==> src/hdl/gpse_pkg.sv <==
// Shared types, constants and helper functions for the greyscale PNG stored encoder.
// Used by gpse_front, gpse_back and greyscale_png_stored_encoder. No dependencies.
package gpse_pkg;

   localparam int QUEUE_DEPTH_DEF = 4;
   localparam int DIM_W           = 15;
   localparam int CNT_W           = 14;
   localparam logic [DIM_W-1:0] MAX_DIM = 15'd16384;
   localparam logic [16:0] ADLER_MOD = 17'd65521;
   localparam logic [31:0] CRC_POLY  = 32'hEDB88320;
   localparam logic [31:0] IEND_CRC  = 32'hAE426082;

   localparam logic ACT_START = 1'b0;
   localparam logic ACT_PIXEL = 1'b1;

   localparam logic [1:0] CSR_WIDTH  = 2'd0;
   localparam logic [1:0] CSR_HEIGHT = 2'd1;
   localparam logic [1:0] CSR_DEPTH  = 2'd2;

   typedef enum logic [1:0] {PH_IDLE, PH_PIXELS, PH_DONE} phase_type;

   typedef enum logic [3:0] {
      ST_IDLE, ST_CALC1, ST_CALC2, ST_CALC3, ST_HDR, ST_BHDR, ST_NEXT, ST_RAW, ST_FIN
   } state_type;

   typedef struct packed {
      logic       action;
      logic [7:0] pixel_value;
   } req_type;

   typedef struct packed {
      logic [7:0] out_byte;
      logic       run_last;
      logic       file_end;
   } rsp_type;

   typedef struct packed {
      logic    valid;
      req_type item;
   } queue_head_type;

   typedef struct packed {
      logic [DIM_W-1:0] width;
      logic [DIM_W-1:0] height;
      logic [1:0]       depth_code;
   } cfg_type;

   function automatic logic [31:0] crc_byte(input logic [31:0] c_in, input logic [7:0] b);
      logic [31:0] c;
      c = c_in ^ {24'd0, b};
      for (int k = 0; k < 8; k++) begin
         c = c[0] ? (CRC_POLY ^ (c >> 1)) : (c >> 1);
      end
      return c;
   endfunction

   function automatic logic [DIM_W-1:0] eff_dim(input logic [DIM_W-1:0] v);
      logic [DIM_W-1:0] r;
      r = v;
      if (v == '0) r = 15'd1;
      else if (v > MAX_DIM) r = MAX_DIM;
      return r;
   endfunction

endpackage

==> src/hdl/gpse_front.sv <==
// Input side of the encoder: accepts transactions into a short queue.
// Depends on gpse_pkg.
module gpse_front import gpse_pkg::*; #(
   parameter int QDEPTH = QUEUE_DEPTH_DEF
) (
   input  logic           clock,
   input  logic           reset,
   input  logic           req_valid,
   output logic           req_stall,
   input  req_type        req_payload,
   output queue_head_type head,
   input  logic           pop
);
   localparam int PW = (QDEPTH > 1) ? $clog2(QDEPTH) : 1;
   localparam int CW = $clog2(QDEPTH + 1);

   req_type         mem_ff [QDEPTH];
   logic [PW-1:0]   wr_ptr_ff, wr_ptr_in, rd_ptr_ff, rd_ptr_in;
   logic [CW-1:0]   count_ff, count_in;
   logic            push, do_pop;

   assign req_stall  = (count_ff == CW'(QDEPTH));
   assign push       = req_valid && !req_stall;
   assign do_pop     = pop && (count_ff != '0);
   assign head.valid = (count_ff != '0);
   assign head.item  = mem_ff[rd_ptr_ff];

   always_comb begin
      wr_ptr_in = wr_ptr_ff;
      rd_ptr_in = rd_ptr_ff;
      if (push)
         wr_ptr_in = (wr_ptr_ff == PW'(QDEPTH - 1)) ? '0 : wr_ptr_ff + 1'b1;
      if (do_pop)
         rd_ptr_in = (rd_ptr_ff == PW'(QDEPTH - 1)) ? '0 : rd_ptr_ff + 1'b1;
      count_in = count_ff + CW'(push) - CW'(do_pop);
   end

   always_ff @(posedge clock) begin
      if (reset) begin
         wr_ptr_ff <= '0;
         rd_ptr_ff <= '0;
         count_ff  <= '0;
      end else begin
         wr_ptr_ff <= wr_ptr_in;
         rd_ptr_ff <= rd_ptr_in;
         count_ff  <= count_in;
      end
   end

   always_ff @(posedge clock) begin
      if (push) mem_ff[wr_ptr_ff] <= req_payload;
   end

endmodule

==> src/hdl/gpse_back.sv <==
// Byte sequencer of the encoder: headers, packing, stored blocks, checksums, trailer.
// Depends on gpse_pkg; fed by gpse_front.
module gpse_back import gpse_pkg::*; (
   input  logic           clock,
   input  logic           reset,
   input  queue_head_type head,
   output logic           pop,
   input  cfg_type        cfg,
   output phase_type      phase,
   output logic           rsp_valid,
   input  logic           rsp_stall,
   output rsp_type        rsp_payload
);
   state_type state_ff, state_in;
   phase_type phase_ff, phase_in;

   logic [DIM_W-1:0] w_ff, w_in, h_ff, h_in;
   logic [1:0]       dc_ff, dc_in;
   logic [DIM_W-1:0] stride_ff, stride_in;
   logic [28:0]      raw_ff, raw_in;
   logic [31:0]      idat_len_ff, idat_len_in;
   logic [31:0]      crc_ff, crc_in;
   logic [15:0]      alow_ff, alow_in, ahigh_ff, ahigh_in;
   logic [CNT_W-1:0] col_ff, col_in, row_ff, row_in;
   logic [7:0]       pb_ff, pb_in;
   logic [2:0]       bitpos_ff, bitpos_in;
   logic [15:0]      blk_left_ff, blk_left_in;
   logic [28:0]      raw_left_ff, raw_left_in;
   logic [5:0]       idx_ff, idx_in;
   logic             hdr_start_ff, hdr_start_in;
   logic             filt_ff, filt_in, pack_ff, pack_in, tail_ff, tail_in, fin_ff, fin_in;
   logic [7:0]       pack_byte_ff, pack_byte_in, tail_byte_ff, tail_byte_in;
   logic [7:0]       cur_ff, cur_in;
   logic             rsp_valid_ff, rsp_valid_in;
   rsp_type          rsp_ff, rsp_in;

   logic        go, emit, e_last, e_end;
   logic [7:0]  e_byte;
   // start-of-image arithmetic
   logic [17:0] wsh;
   logic [29:0] prod, xr;
   logic [13:0] qa, blocks;
   logic [16:0] qs;
   // pixel packing
   logic [3:0]  bits, sh, npos;
   logic [7:0]  mask, npb, pb_after;
   logic [2:0]  pos_after;
   logic        do_pack, rowend, lastrow;
   logic [DIM_W-1:0] col_next, row_next;
   // block header and adler
   logic [15:0] blen;
   logic [16:0] lsum, hsum;
   logic [15:0] lnew;

   assign go          = !rsp_valid_ff || !rsp_stall;
   assign rsp_valid   = rsp_valid_ff;
   assign rsp_payload = rsp_ff;
   assign phase       = phase_ff;

   always_comb begin
      wsh      = {3'd0, w_ff} << dc_ff;
      prod     = {15'd0, h_ff} * {15'd0, stride_ff + 15'd1};
      xr       = {1'b0, raw_ff} + 30'd65534;
      qa       = xr[29:16];
      qs       = {3'd0, qa} + {1'b0, xr[15:0]};
      blocks   = qa + 14'(qs >= 17'd65535);

      bits     = 4'd1 << dc_ff;
      mask     = 8'hFF >> (4'd8 - bits);
      sh       = 4'd8 - bits - {1'b0, bitpos_ff};
      npb      = pb_ff | ((head.item.pixel_value & mask) << sh[2:0]);
      npos     = {1'b0, bitpos_ff} + bits;
      do_pack  = npos >= 4'd8;
      pb_after = do_pack ? 8'd0 : npb;
      pos_after = do_pack ? 3'd0 : npos[2:0];
      col_next = {1'b0, col_ff} + 15'd1;
      row_next = {1'b0, row_ff} + 15'd1;
      rowend   = col_next >= w_ff;
      lastrow  = row_next >= h_ff;

      blen     = (raw_left_ff < 29'd65535) ? raw_left_ff[15:0] : 16'hFFFF;
      lsum     = {1'b0, alow_ff} + {9'd0, cur_ff};
      lnew     = (lsum >= ADLER_MOD) ? 16'(lsum - ADLER_MOD) : lsum[15:0];
      hsum     = {1'b0, ahigh_ff} + {1'b0, lnew};
   end

   always_comb begin
      state_in = state_ff;   phase_in = phase_ff;
      w_in = w_ff; h_in = h_ff; dc_in = dc_ff;
      stride_in = stride_ff; raw_in = raw_ff; idat_len_in = idat_len_ff;
      crc_in = crc_ff; alow_in = alow_ff; ahigh_in = ahigh_ff;
      col_in = col_ff; row_in = row_ff; pb_in = pb_ff; bitpos_in = bitpos_ff;
      blk_left_in = blk_left_ff; raw_left_in = raw_left_ff;
      idx_in = idx_ff; hdr_start_in = hdr_start_ff;
      filt_in = filt_ff; pack_in = pack_ff; tail_in = tail_ff; fin_in = fin_ff;
      pack_byte_in = pack_byte_ff; tail_byte_in = tail_byte_ff; cur_in = cur_ff;
      pop = 1'b0;
      emit = 1'b0; e_byte = 8'd0; e_last = 1'b0; e_end = 1'b0;

      case (state_ff)
         ST_IDLE: begin
            if (head.valid) begin
               pop = 1'b1;
               if (head.item.action == ACT_START) begin
                  w_in = eff_dim(cfg.width);
                  h_in = eff_dim(cfg.height);
                  dc_in = cfg.depth_code;
                  phase_in = PH_PIXELS;
                  state_in = ST_CALC1;
               end else if (phase_ff == PH_PIXELS) begin
                  filt_in = (col_ff == '0);
                  pack_in = do_pack;
                  pack_byte_in = npb;
                  tail_in = rowend && (pos_after != 3'd0);
                  tail_byte_in = pb_after;
                  fin_in = rowend && lastrow;
                  if (rowend) begin
                     pb_in = 8'd0; bitpos_in = 3'd0; col_in = '0;
                     row_in = row_next[CNT_W-1:0];
                  end else begin
                     pb_in = pb_after; bitpos_in = pos_after;
                     col_in = col_next[CNT_W-1:0];
                  end
                  state_in = ST_NEXT;
               end
            end
         end
         ST_CALC1: begin
            stride_in = wsh[17:3] + 15'(wsh[2:0] != 3'd0);
            state_in = ST_CALC2;
         end
         ST_CALC2: begin
            raw_in = prod[28:0];
            state_in = ST_CALC3;
         end
         ST_CALC3: begin
            idat_len_in = 32'(raw_ff) + 32'(blocks) * 32'd5 + 32'd6;
            raw_left_in = raw_ff;
            alow_in = 16'd1; ahigh_in = 16'd0;
            col_in = '0; row_in = '0; pb_in = 8'd0; bitpos_in = 3'd0;
            idx_in = 6'd0;
            state_in = ST_HDR;
         end
         ST_HDR: begin
            emit = 1'b1;
            case (idx_ff) inside
               6'd0: e_byte = 8'h89;
               6'd1: e_byte = 8'h50;
               6'd2: e_byte = 8'h4E;
               6'd3: e_byte = 8'h47;
               6'd4: e_byte = 8'h0D;
               6'd5: e_byte = 8'h0A;
               6'd6: e_byte = 8'h1A;
               6'd7: e_byte = 8'h0A;
               6'd11: e_byte = 8'h0D;
               6'd12: e_byte = 8'h49;
               6'd13: e_byte = 8'h48;
               6'd14: e_byte = 8'h44;
               6'd15: e_byte = 8'h52;
               6'd18: e_byte = {1'b0, w_ff[14:8]};
               6'd19: e_byte = w_ff[7:0];
               6'd22: e_byte = {1'b0, h_ff[14:8]};
               6'd23: e_byte = h_ff[7:0];
               6'd24: e_byte = {4'd0, bits};
               6'd29: e_byte = ~crc_ff[31:24];
               6'd30: e_byte = ~crc_ff[23:16];
               6'd31: e_byte = ~crc_ff[15:8];
               6'd32: e_byte = ~crc_ff[7:0];
               6'd33: e_byte = idat_len_ff[31:24];
               6'd34: e_byte = idat_len_ff[23:16];
               6'd35: e_byte = idat_len_ff[15:8];
               6'd36: e_byte = idat_len_ff[7:0];
               6'd37: e_byte = 8'h49;
               6'd38: e_byte = 8'h44;
               6'd39: e_byte = 8'h41;
               6'd40: e_byte = 8'h54;
               6'd41: e_byte = 8'h78;
               6'd42: e_byte = 8'h01;
               default: e_byte = 8'h00;
            endcase
            if (go) begin
               // IHDR and IDAT chunk CRCs each restart from all ones
               if (idx_ff == 6'd12 || idx_ff == 6'd37)
                  crc_in = crc_byte(32'hFFFFFFFF, e_byte);
               else if ((idx_ff > 6'd12 && idx_ff <= 6'd28) || idx_ff > 6'd37)
                  crc_in = crc_byte(crc_ff, e_byte);
               if (idx_ff == 6'd42) begin
                  idx_in = 6'd0;
                  hdr_start_in = 1'b1;
                  state_in = ST_BHDR;
               end else begin
                  idx_in = idx_ff + 6'd1;
               end
            end
         end
         ST_BHDR: begin
            emit = 1'b1;
            case (idx_ff)
               6'd0: e_byte = {7'd0, raw_left_ff <= 29'd65535};
               6'd1: e_byte = blen[7:0];
               6'd2: e_byte = blen[15:8];
               6'd3: e_byte = ~blen[7:0];
               default: e_byte = ~blen[15:8];
            endcase
            e_last = (idx_ff == 6'd4) && hdr_start_ff;
            if (go) begin
               crc_in = crc_byte(crc_ff, e_byte);
               if (idx_ff == 6'd4) begin
                  blk_left_in = blen;
                  idx_in = 6'd0;
                  state_in = hdr_start_ff ? ST_IDLE : ST_RAW;
               end else begin
                  idx_in = idx_ff + 6'd1;
               end
            end
         end
         ST_NEXT: begin
            if (filt_ff || pack_ff || tail_ff) begin
               if (filt_ff) begin
                  cur_in = 8'd0; filt_in = 1'b0;
               end else if (pack_ff) begin
                  cur_in = pack_byte_ff; pack_in = 1'b0;
               end else begin
                  cur_in = tail_byte_ff; tail_in = 1'b0;
               end
               hdr_start_in = 1'b0;
               idx_in = 6'd0;
               state_in = (blk_left_ff == 16'd0) ? ST_BHDR : ST_RAW;
            end else if (fin_ff) begin
               idx_in = 6'd0;
               state_in = ST_FIN;
            end else begin
               state_in = ST_IDLE;
            end
         end
         ST_RAW: begin
            emit = 1'b1;
            e_byte = cur_ff;
            e_last = !filt_ff && !pack_ff && !tail_ff && !fin_ff;
            if (go) begin
               crc_in = crc_byte(crc_ff, cur_ff);
               alow_in = lnew;
               ahigh_in = (hsum >= ADLER_MOD) ? 16'(hsum - ADLER_MOD) : hsum[15:0];
               blk_left_in = blk_left_ff - 16'd1;
               raw_left_in = raw_left_ff - 29'd1;
               state_in = ST_NEXT;
            end
         end
         ST_FIN: begin
            emit = 1'b1;
            case (idx_ff)
               6'd0: e_byte = ahigh_ff[15:8];
               6'd1: e_byte = ahigh_ff[7:0];
               6'd2: e_byte = alow_ff[15:8];
               6'd3: e_byte = alow_ff[7:0];
               6'd4: e_byte = ~crc_ff[31:24];
               6'd5: e_byte = ~crc_ff[23:16];
               6'd6: e_byte = ~crc_ff[15:8];
               6'd7: e_byte = ~crc_ff[7:0];
               6'd12: e_byte = 8'h49;
               6'd13: e_byte = 8'h45;
               6'd14: e_byte = 8'h4E;
               6'd15: e_byte = 8'h44;
               6'd16: e_byte = IEND_CRC[31:24];
               6'd17: e_byte = IEND_CRC[23:16];
               6'd18: e_byte = IEND_CRC[15:8];
               6'd19: e_byte = IEND_CRC[7:0];
               default: e_byte = 8'h00;
            endcase
            e_last = (idx_ff == 6'd19);
            e_end  = (idx_ff == 6'd19);
            if (go) begin
               if (idx_ff < 6'd4) crc_in = crc_byte(crc_ff, e_byte);
               if (idx_ff == 6'd19) begin
                  fin_in = 1'b0;
                  phase_in = PH_DONE;
                  state_in = ST_IDLE;
               end else begin
                  idx_in = idx_ff + 6'd1;
               end
            end
         end
         default: state_in = ST_IDLE;
      endcase

      rsp_valid_in = rsp_valid_ff && rsp_stall;
      rsp_in = rsp_ff;
      if (emit && go) begin
         rsp_valid_in = 1'b1;
         rsp_in.out_byte = e_byte;
         rsp_in.run_last = e_last;
         rsp_in.file_end = e_end;
      end
   end

   always_ff @(posedge clock) begin
      if (reset) begin
         state_ff <= ST_IDLE;
         phase_ff <= PH_IDLE;
         rsp_valid_ff <= 1'b0;
         crc_ff <= 32'hFFFFFFFF;
         alow_ff <= 16'd1;
         ahigh_ff <= 16'd0;
         col_ff <= '0;
         row_ff <= '0;
         pb_ff <= 8'd0;
         bitpos_ff <= 3'd0;
         blk_left_ff <= 16'd0;
         raw_left_ff <= 29'd0;
         idx_ff <= 6'd0;
         hdr_start_ff <= 1'b0;
         filt_ff <= 1'b0;
         pack_ff <= 1'b0;
         tail_ff <= 1'b0;
         fin_ff <= 1'b0;
      end else begin
         state_ff <= state_in;
         phase_ff <= phase_in;
         rsp_valid_ff <= rsp_valid_in;
         crc_ff <= crc_in;
         alow_ff <= alow_in;
         ahigh_ff <= ahigh_in;
         col_ff <= col_in;
         row_ff <= row_in;
         pb_ff <= pb_in;
         bitpos_ff <= bitpos_in;
         blk_left_ff <= blk_left_in;
         raw_left_ff <= raw_left_in;
         idx_ff <= idx_in;
         hdr_start_ff <= hdr_start_in;
         filt_ff <= filt_in;
         pack_ff <= pack_in;
         tail_ff <= tail_in;
         fin_ff <= fin_in;
      end
   end

   always_ff @(posedge clock) begin
      w_ff <= w_in;
      h_ff <= h_in;
      dc_ff <= dc_in;
      stride_ff <= stride_in;
      raw_ff <= raw_in;
      idat_len_ff <= idat_len_in;
      pack_byte_ff <= pack_byte_in;
      tail_byte_ff <= tail_byte_in;
      cur_ff <= cur_in;
      rsp_ff <= rsp_in;
   end

endmodule

==> src/hdl/greyscale_png_stored_encoder.sv <==
// Top level of the greyscale PNG encoder with stored deflate blocks.
// Depends on gpse_pkg, gpse_front and gpse_back.
//
// A start transaction produces the PNG signature, IHDR, the IDAT length and type,
// the zlib header and the first stored-block header (48 bytes, after the length
// arithmetic of ST_CALC1 to ST_CALC3 on the one multiplier); each pixel transaction
// produces 0 to 2 raw bytes, each preceded by a 5-byte block header when a
// 65535-byte block fills, and the last pixel adds a 20-byte trailer. The byte
// sequencer emits one byte per cycle inside a sequence while the output is not
// stalled; it fetches each queued transaction in ST_IDLE, passes through ST_NEXT
// before each raw byte and closes the transaction in ST_NEXT. A queue of
// QUEUE_DEPTH transactions lets input arrive while bytes drain.
module greyscale_png_stored_encoder import gpse_pkg::*; #(
   parameter int QUEUE_DEPTH = QUEUE_DEPTH_DEF
) (
   input  logic       clock,
   input  logic       reset,
   input  logic       req_valid,
   output logic       req_stall,
   input  req_type    req_payload,
   output logic       rsp_valid,
   input  logic       rsp_stall,
   output rsp_type    rsp_payload,
   input  logic       csr_we,
   input  logic [1:0] csr_index,
   input  logic [DIM_W-1:0] csr_wdata
);
   cfg_type        cfg_ff, cfg_in;
   queue_head_type head;
   logic           pop;
   phase_type      phase;

   always_comb begin
      cfg_in = cfg_ff;
      // writes are dropped while an image is in progress
      if (csr_we && phase != PH_PIXELS) begin
         case (csr_index)
            CSR_WIDTH:  cfg_in.width = csr_wdata;
            CSR_HEIGHT: cfg_in.height = csr_wdata;
            CSR_DEPTH:  cfg_in.depth_code = csr_wdata[1:0];
            default: ;
         endcase
      end
   end

   always_ff @(posedge clock) begin
      if (reset) begin
         cfg_ff.width <= 15'd1;
         cfg_ff.height <= 15'd1;
         cfg_ff.depth_code <= 2'd3;
      end else begin
         cfg_ff <= cfg_in;
      end
   end

   gpse_front #(.QDEPTH(QUEUE_DEPTH)) u_front (
      .clock(clock), .reset(reset),
      .req_valid(req_valid), .req_stall(req_stall), .req_payload(req_payload),
      .head(head), .pop(pop)
   );

   gpse_back u_back (
      .clock(clock), .reset(reset),
      .head(head), .pop(pop), .cfg(cfg_ff), .phase(phase),
      .rsp_valid(rsp_valid), .rsp_stall(rsp_stall), .rsp_payload(rsp_payload)
   );

   a_end_is_last: assert property (@(posedge clock) disable iff (reset)
      rsp_valid && rsp_payload.file_end |-> rsp_payload.run_last)
      else $error("file end without run end");

   a_done_after_end: assert property (@(posedge clock) disable iff (reset)
      rsp_valid && rsp_payload.file_end |-> phase != PH_IDLE)
      else $error("file end while no image was started");

   a_no_pop_empty: assert property (@(posedge clock) disable iff (reset)
      pop |-> head.valid)
      else $error("queue popped while empty");

endmodule

==> config.mk <==
export PLATFORM = sky130hd
export DESIGN_NAME = greyscale_png_stored_encoder
export DESIGN_NICKNAME = d
export VERILOG_FILES = /design/src/hdl/gpse_pkg.sv /design/src/hdl/gpse_front.sv /design/src/hdl/gpse_back.sv /design/src/hdl/greyscale_png_stored_encoder.sv
export SDC_FILE = /design/constraint.sdc
export NUM_CORES = 2
export LEC_CHECK = 0
export ABC_AREA = 1
export ABC_CLOCK_PERIOD_IN_PS = 11200
export BUFFER_PORTS_ARGS = -buffer_cell sky130_fd_sc_hd__buf_2
export CORE_ASPECT_RATIO = 1.75
export CORE_MARGIN = 2
export CORE_UTILIZATION = 66
export DETAILED_ROUTE_END_ITERATION = 6
export HOLD_SLACK_MARGIN = 0.15
export PLACE_DENSITY = 0.83
export SKIP_LAST_GASP = 1
export SLEW_MARGIN = 20
export SYNTH_ARGS = -nofsm -noshare
export SYNTH_HDL_FRONTEND = slang
export SYNTH_SLANG_ARGS = --single-unit
==> constraint.sdc <==
create_clock -name clock -period 11.2 [get_ports clock]
set_clock_uncertainty 0.05 [all_clocks]
set_input_delay 1.68 -clock clock [delete_from_list [all_inputs] [get_ports clock]]
set_output_delay 1.68 -clock clock [all_outputs]
set_load 0.005 [all_outputs]
* Word-level counts from Yosys, hierarchy flattened
Memories as Yosys holds them, arrays and structs flattened. A register that Yosys moved wholly into a read port is not among the register bits.
Cells that the tools add are included.
** Storage, ports and cells
- Flip-flop bits (word level) :: 347
- Memory bits (writable) :: 36
- Input bits :: 31
- Output and inout port bits :: 12
- Memories :: 1
** Memory list
- u_front.mem_ff :: depth 4, bits a word 9, rd ports 1, clocked after memory_dff 1, write ports 1, RTL line gpse_front.sv:17 : req_type mem_ff [QDEPTH];
** Cells by class
- $add $sub $neg :: 23
- $mul :: 2
- Order comparisons :: 14
- Equality and inequality tests :: 68
- Shift operators :: 4
- Mux-type cells :: 191
- Bitwise logic cells :: 54
- Reductions and logical operators :: 64
** Operators by type and width (count)
- $mux 32 :: 47
- $not 13->14 :: 40
- $mux 8 :: 40
- $mux 16 :: 8
- $pmux 32 s4 :: 1
- $pmux 8 s16 :: 1
- $xor 32x8->32 :: 4
- $mux 14 :: 8
- $pmux 16 s2 :: 3
- $eq 6x6->1 const B :: 11
- $pmux 8 s4 :: 2
- $eq 6x5->1 const B :: 10
- $pmux 29 s2 :: 1
- $pmux 14 s2 :: 2
- $ge 17x16->1 const B :: 3
- $mux 4 :: 12
- $mux 6 :: 8
- $not 8->8 :: 6
- $pmux 4 s9 :: 1
- $add 32x3->32 const B :: 1
- $not 8->32 :: 1
- $sub 16x16->16 const B :: 2
- $add 14x1->15 const B :: 2
- $add 29x16->30 const B :: 1
- other kinds (82) :: 205

* Longest topological paths before layout
- Depth after elaboration :: 55
- Mapped depth :: 59

* Cells and area by module
A second synthesis with hierarchy kept.
** Unflattened totals
- Cell total of the unflattened synthesis :: 5151
- Area total of the unflattened synthesis :: 37556.0 µm²
** Modules (own cells, without submodules)
- gpse_back :: instances 1, cells each 4788, area an instance 34172.8 µm², sequential area each 7527.2 µm²
- gpse_front :: instances 1, cells each 154, area an instance 1961.9 µm², sequential area each 1261.2 µm²
- greyscale_png_stored_encoder :: instances 1, cells each 209, area an instance 1421.4 µm², sequential area each 640.6 µm²

* Worst setup path before layout
OpenSTA, ideal clock, no wires.
- Kind :: register to register
- Start :: register u_back.raw_ff[1]
- End :: register u_back.idat_len_ff[27], data pin
- Library setup time :: 0.265 ns
- Arrival :: 7.909 ns
- Setup slack :: 2.976 ns
- Stages on the path, launching flop included :: 50
- Buffers on the path :: 0
- Clock period less this slack :: 8.224 ns
- Path through :: edfxtp_1 -> inv_1 -> ha_1 -> inv_1 -> nor2_1 -> nand4_1 -> nor2_1 -> nor2_1 -> xor2_1 -> inv_1 -> ha_1 -> a21o_1 -> o21ai_0 -> nor2_1 -> nand2_1 -> nand2_1 -> a21boi_1 -> o21ai_1 -> [... 14 more ...] -> inv_1 -> ha_1 -> xor2_1 -> nor3b_1 -> nand2_1 -> nor2_1 -> nand3_1 -> nor3_1 -> nand3_1 -> inv_1 -> nand3_1 -> nor3b_1 -> nand4_1 -> nor3_2 -> nand4_1 -> nor2_1 -> nand2_1 -> xor2_1
** On the way
- Cells in the longest elaborated chain, start to end :: 7
** Ends and longest elaborated chain
- start: declaration :: RTL line gpse_back.sv:20 : logic [28:0] raw_ff, raw_in;
- start signal: assignment :: RTL line gpse_back.sv:343 : raw_ff <= raw_in;
- $add 29x16->30 :: RTL line gpse_back.sv:63 : xr = {1'b0, raw_ff} + 30'd65534;
- $add 14x16->17 :: RTL line gpse_back.sv:65 : qs = {3'd0, qa} + {1'b0, xr[15:0]};
- $ge 17x16->1 :: RTL line gpse_back.sv:66 : blocks = qa + 14'(qs >= 17'd65535);
- $add 14x1->14 :: RTL line gpse_back.sv:66
- $mul 14x3->17 :: RTL line gpse_back.sv:137 : idat_len_in = 32'(raw_ff) + 32'(blocks) * 32'd5 + 32'd6;
- $add 29x17->30 (*) :: RTL line gpse_back.sv:137
- $add 32x3->32 (*) :: RTL line gpse_back.sv:137
- end signal: assignment :: RTL line gpse_back.sv:344 : idat_len_ff <= idat_len_in;
- end: declaration :: RTL line gpse_back.sv:21 : logic [31:0] idat_len_ff, idat_len_in;
Mark *: on every way between the ends. The rest lies on a longest branch, timed or not.
A chain may end at the register's enable or synchronous reset.

* Final worst setup path
- Start :: register u_back.raw_ff[6]
- End :: register u_back.idat_len_ff[27], data pin
Same word-level chain as after synthesis.

==> reports/results.ini <==
[floorplanning]
rows=115
die_h_um=320
core-area_mm2=0.0563
die_width_um=184
die_area_mm2=0.0589
ioPinCount=43
start_util=0.668

[grt]
grt-ovfl-total=0
grt_max_degree=78
grt_pass1_wl_mm=222
antenna_found_initial=22
grt_pass1_vias=36800
track_usage=0.514

[clocking]
cts_tree=done
cts.path.max_buffers=3
cts.sinks=384
h-tree-depth=2
cts_hold_buf=0
cts_setup_buffers=0
clk_latency_ns=0.63
clk_pin_slew_worst_paths_ns=0.07
cts_resized=0
numCtsBuffers=40
cts-root-buf=clkbuf_16

[logic_synthesis]
synth_top_area_frac=0.141
synth_cell_type_count=76
synth_top_area_cell=edfxtp_1
synth-edff-count=177
synth_ff_type=dfxtp_1
synth.most_common_cell=nand2_1
synth_warnings=0
syn_nets=5651
ys_async_sr_fraction=0
avgSynthCellArea_um2=7.21
ys_seq_area_frac=0.252
syn_inst=5214
syn_area_mm2=0.0376
synth-seq-cells=384
yosys-top-cells-count=1192 x nand2_1, 762 x inv_1, 438 x nor2_1, 382 x a21oi_1, 314 x o21ai_0
synth_area_leaders=edfxtp_1 14%, nand2_1 12%, dfxtp_1 11%

[drt]
drtPass1Iterations=7
ant_nets=0
vias_per_cell=6.29
drc=5
wl_mm=149
vias=37600
wl_per_cell_um=24.9
drt_iter0_drc=4236

[critical_path]
regToRegSetupSlack_ns=1.26
path_buf_inv=5
critical-path-top-delay-family=simple AND/OR/NAND/NOR gates
worst-setup-path-type=reg -> reg
crit_slowest_cell=fa_1
end_kind=flip-flop
crit_fanout=4
worstSetupStartpointType=flip-flop
cp_data_arrival_time_ns=10.25
cpPeakStageDelay_ns=0.49
cpMostUsedCell=nand2_1
critPathRequiredTime_ns=11.51

[timing]
finalMaxSlewViolations=0
slew-limit-headroom=0.0901
period_needed_ns=9.94
fmax_ghz=0.101
setup_viol=0
period_share=0.888
worst_pin_slew_ns=1.36
setup_tns_ns=0
grt_setup_unrepaired=false
hold_viol_final=0

[place]
port_buffers=42
place_area_mm2=0.0384
gp_congestion=1.09
dpl.hpwl_mm=107

[finish]
drive_gt1_frac=0.0547
final_nets=5599
final_area_mm2=0.0398
syn2layout_area_growth_pct=6.03
fillers=4615

[outcome]
violations=DRC
outcome=finished with violations

[run]
max_cap_viol_count=0

[min_path]
min_path_type=reg -> reg

kinds of logic (layout without fill, tap and decap cells):
logic type / after synthesis / in the layout / share of synthesized area
other cells: 1 / 18 / 0.0000998
buf+inv: 966 / 945 / 0.0979
flops: 384 / 384 / 0.252
xor+xnor: 423 / 423 / 0.104
fa+ha+maj: 406 / 406 / 0.172
compound gates: 902 / 902 / 0.135
simple gates: 2132 / 2132 / 0.239
through the flow:
| stage | hold slack [ns] | utilization | cells | setup slack, ns |
|---|---|---|---|---|
| final | 0.396 | 0.708 | 5970 | 1.26 |
| after floorplan | 0.359 | - | 5214 | 2.98 |
| after detailed placement | 0.377 | 0.682 | 5877 | 1.52 |
| after CTS | 0.393 | 0.706 | 5950 | 1.43 |
| after global placement | 0.367 | 0.682 | 5877 | 1.63 |
| after global routing | 0.401 | 0.707 | 5954 | 0.424 |
area by class of cell:
class                   instances  area (um^2)  share of cell area
multi-input cells            3864        24500               0.616
inverters                     792         2980              0.0747
well taps                     760          951              0.0239
clock buffers                  51         1090              0.0275
repair buffers                 80          522              0.0131
diodes                         17         42.5             0.00107
flip-flops and latches        384         9460               0.237
clock inverters                22          259             0.00650
sequential cells by signal (all words and copies together) (netlist names), 10 cells and up, named ones only:
signal,count
u_back.col_ff,14
u_back.h_ff,15
u_back.alow_ff,16
u_front.mem_ff,36
u_back.idat_len_ff,31
u_back.raw_left_ff,29
u_back.rsp_payload,10
u_back.stride_ff,15
u_back.crc_ff,32
u_back.ahigh_ff,16
u_back.blk_left_ff,16
u_back.raw_ff,29
u_back.row_ff,14
cfg_ff,32
u_back.w_ff,15
metal layers:
layer / GRT usage / vias up / wire length (um)
met3: 0.242 / 1082 / 17400
met1: 0.473 / 17300 / 44000
met5: 0.00851 / - / 186
met2: 0.800 / 2368 / 67400
li1: - / 16800 / -
met4: 0.538 / 22 / 19500
worst paths after layout:
kind	startpoint	end	cells after the start
max	u_back.raw_ff[6]	u_back.idat_len_ff[27]	50
min	cfg_ff[1]	u_back.dc_ff[1]	0
max reg2reg	u_back.raw_ff[6]	u_back.idat_len_ff[27]	50
min reg2reg	cfg_ff[1]	u_back.dc_ff[1]	0
layout by cell type, fill, tap and decap left out, types with 9 or more instances in the layout:
master and count:
xor2_1 311, a31oi_1 14, a221oi_1 20, diode_2 17, nand2_2 15, nor3_1 69, edfxtp_1 177, nand3_1 251
nor4_1 21, xnor2_1 91, or2_2 25, inv_1 760, fa_1 185, nand4_1 59, nand2_1 1192, o21ai_0 311
inv_2 21, o221ai_1 23, o22ai_1 15, xor2_2 15, nor2_1 431, clkinv_1 9, o211ai_1 40, o21ai_1 23
ha_1 221, dfxtp_1 207, a21oi_1 380, buf_2 41, clkbuf_16 41, clkinv_2 11, a211oi_1 15, nor2_2 19
buf_4 37
Power is left out: the tool's default activity adds up to more than one toggle a clock period on the data nets, which glitch-free logic cannot reach.
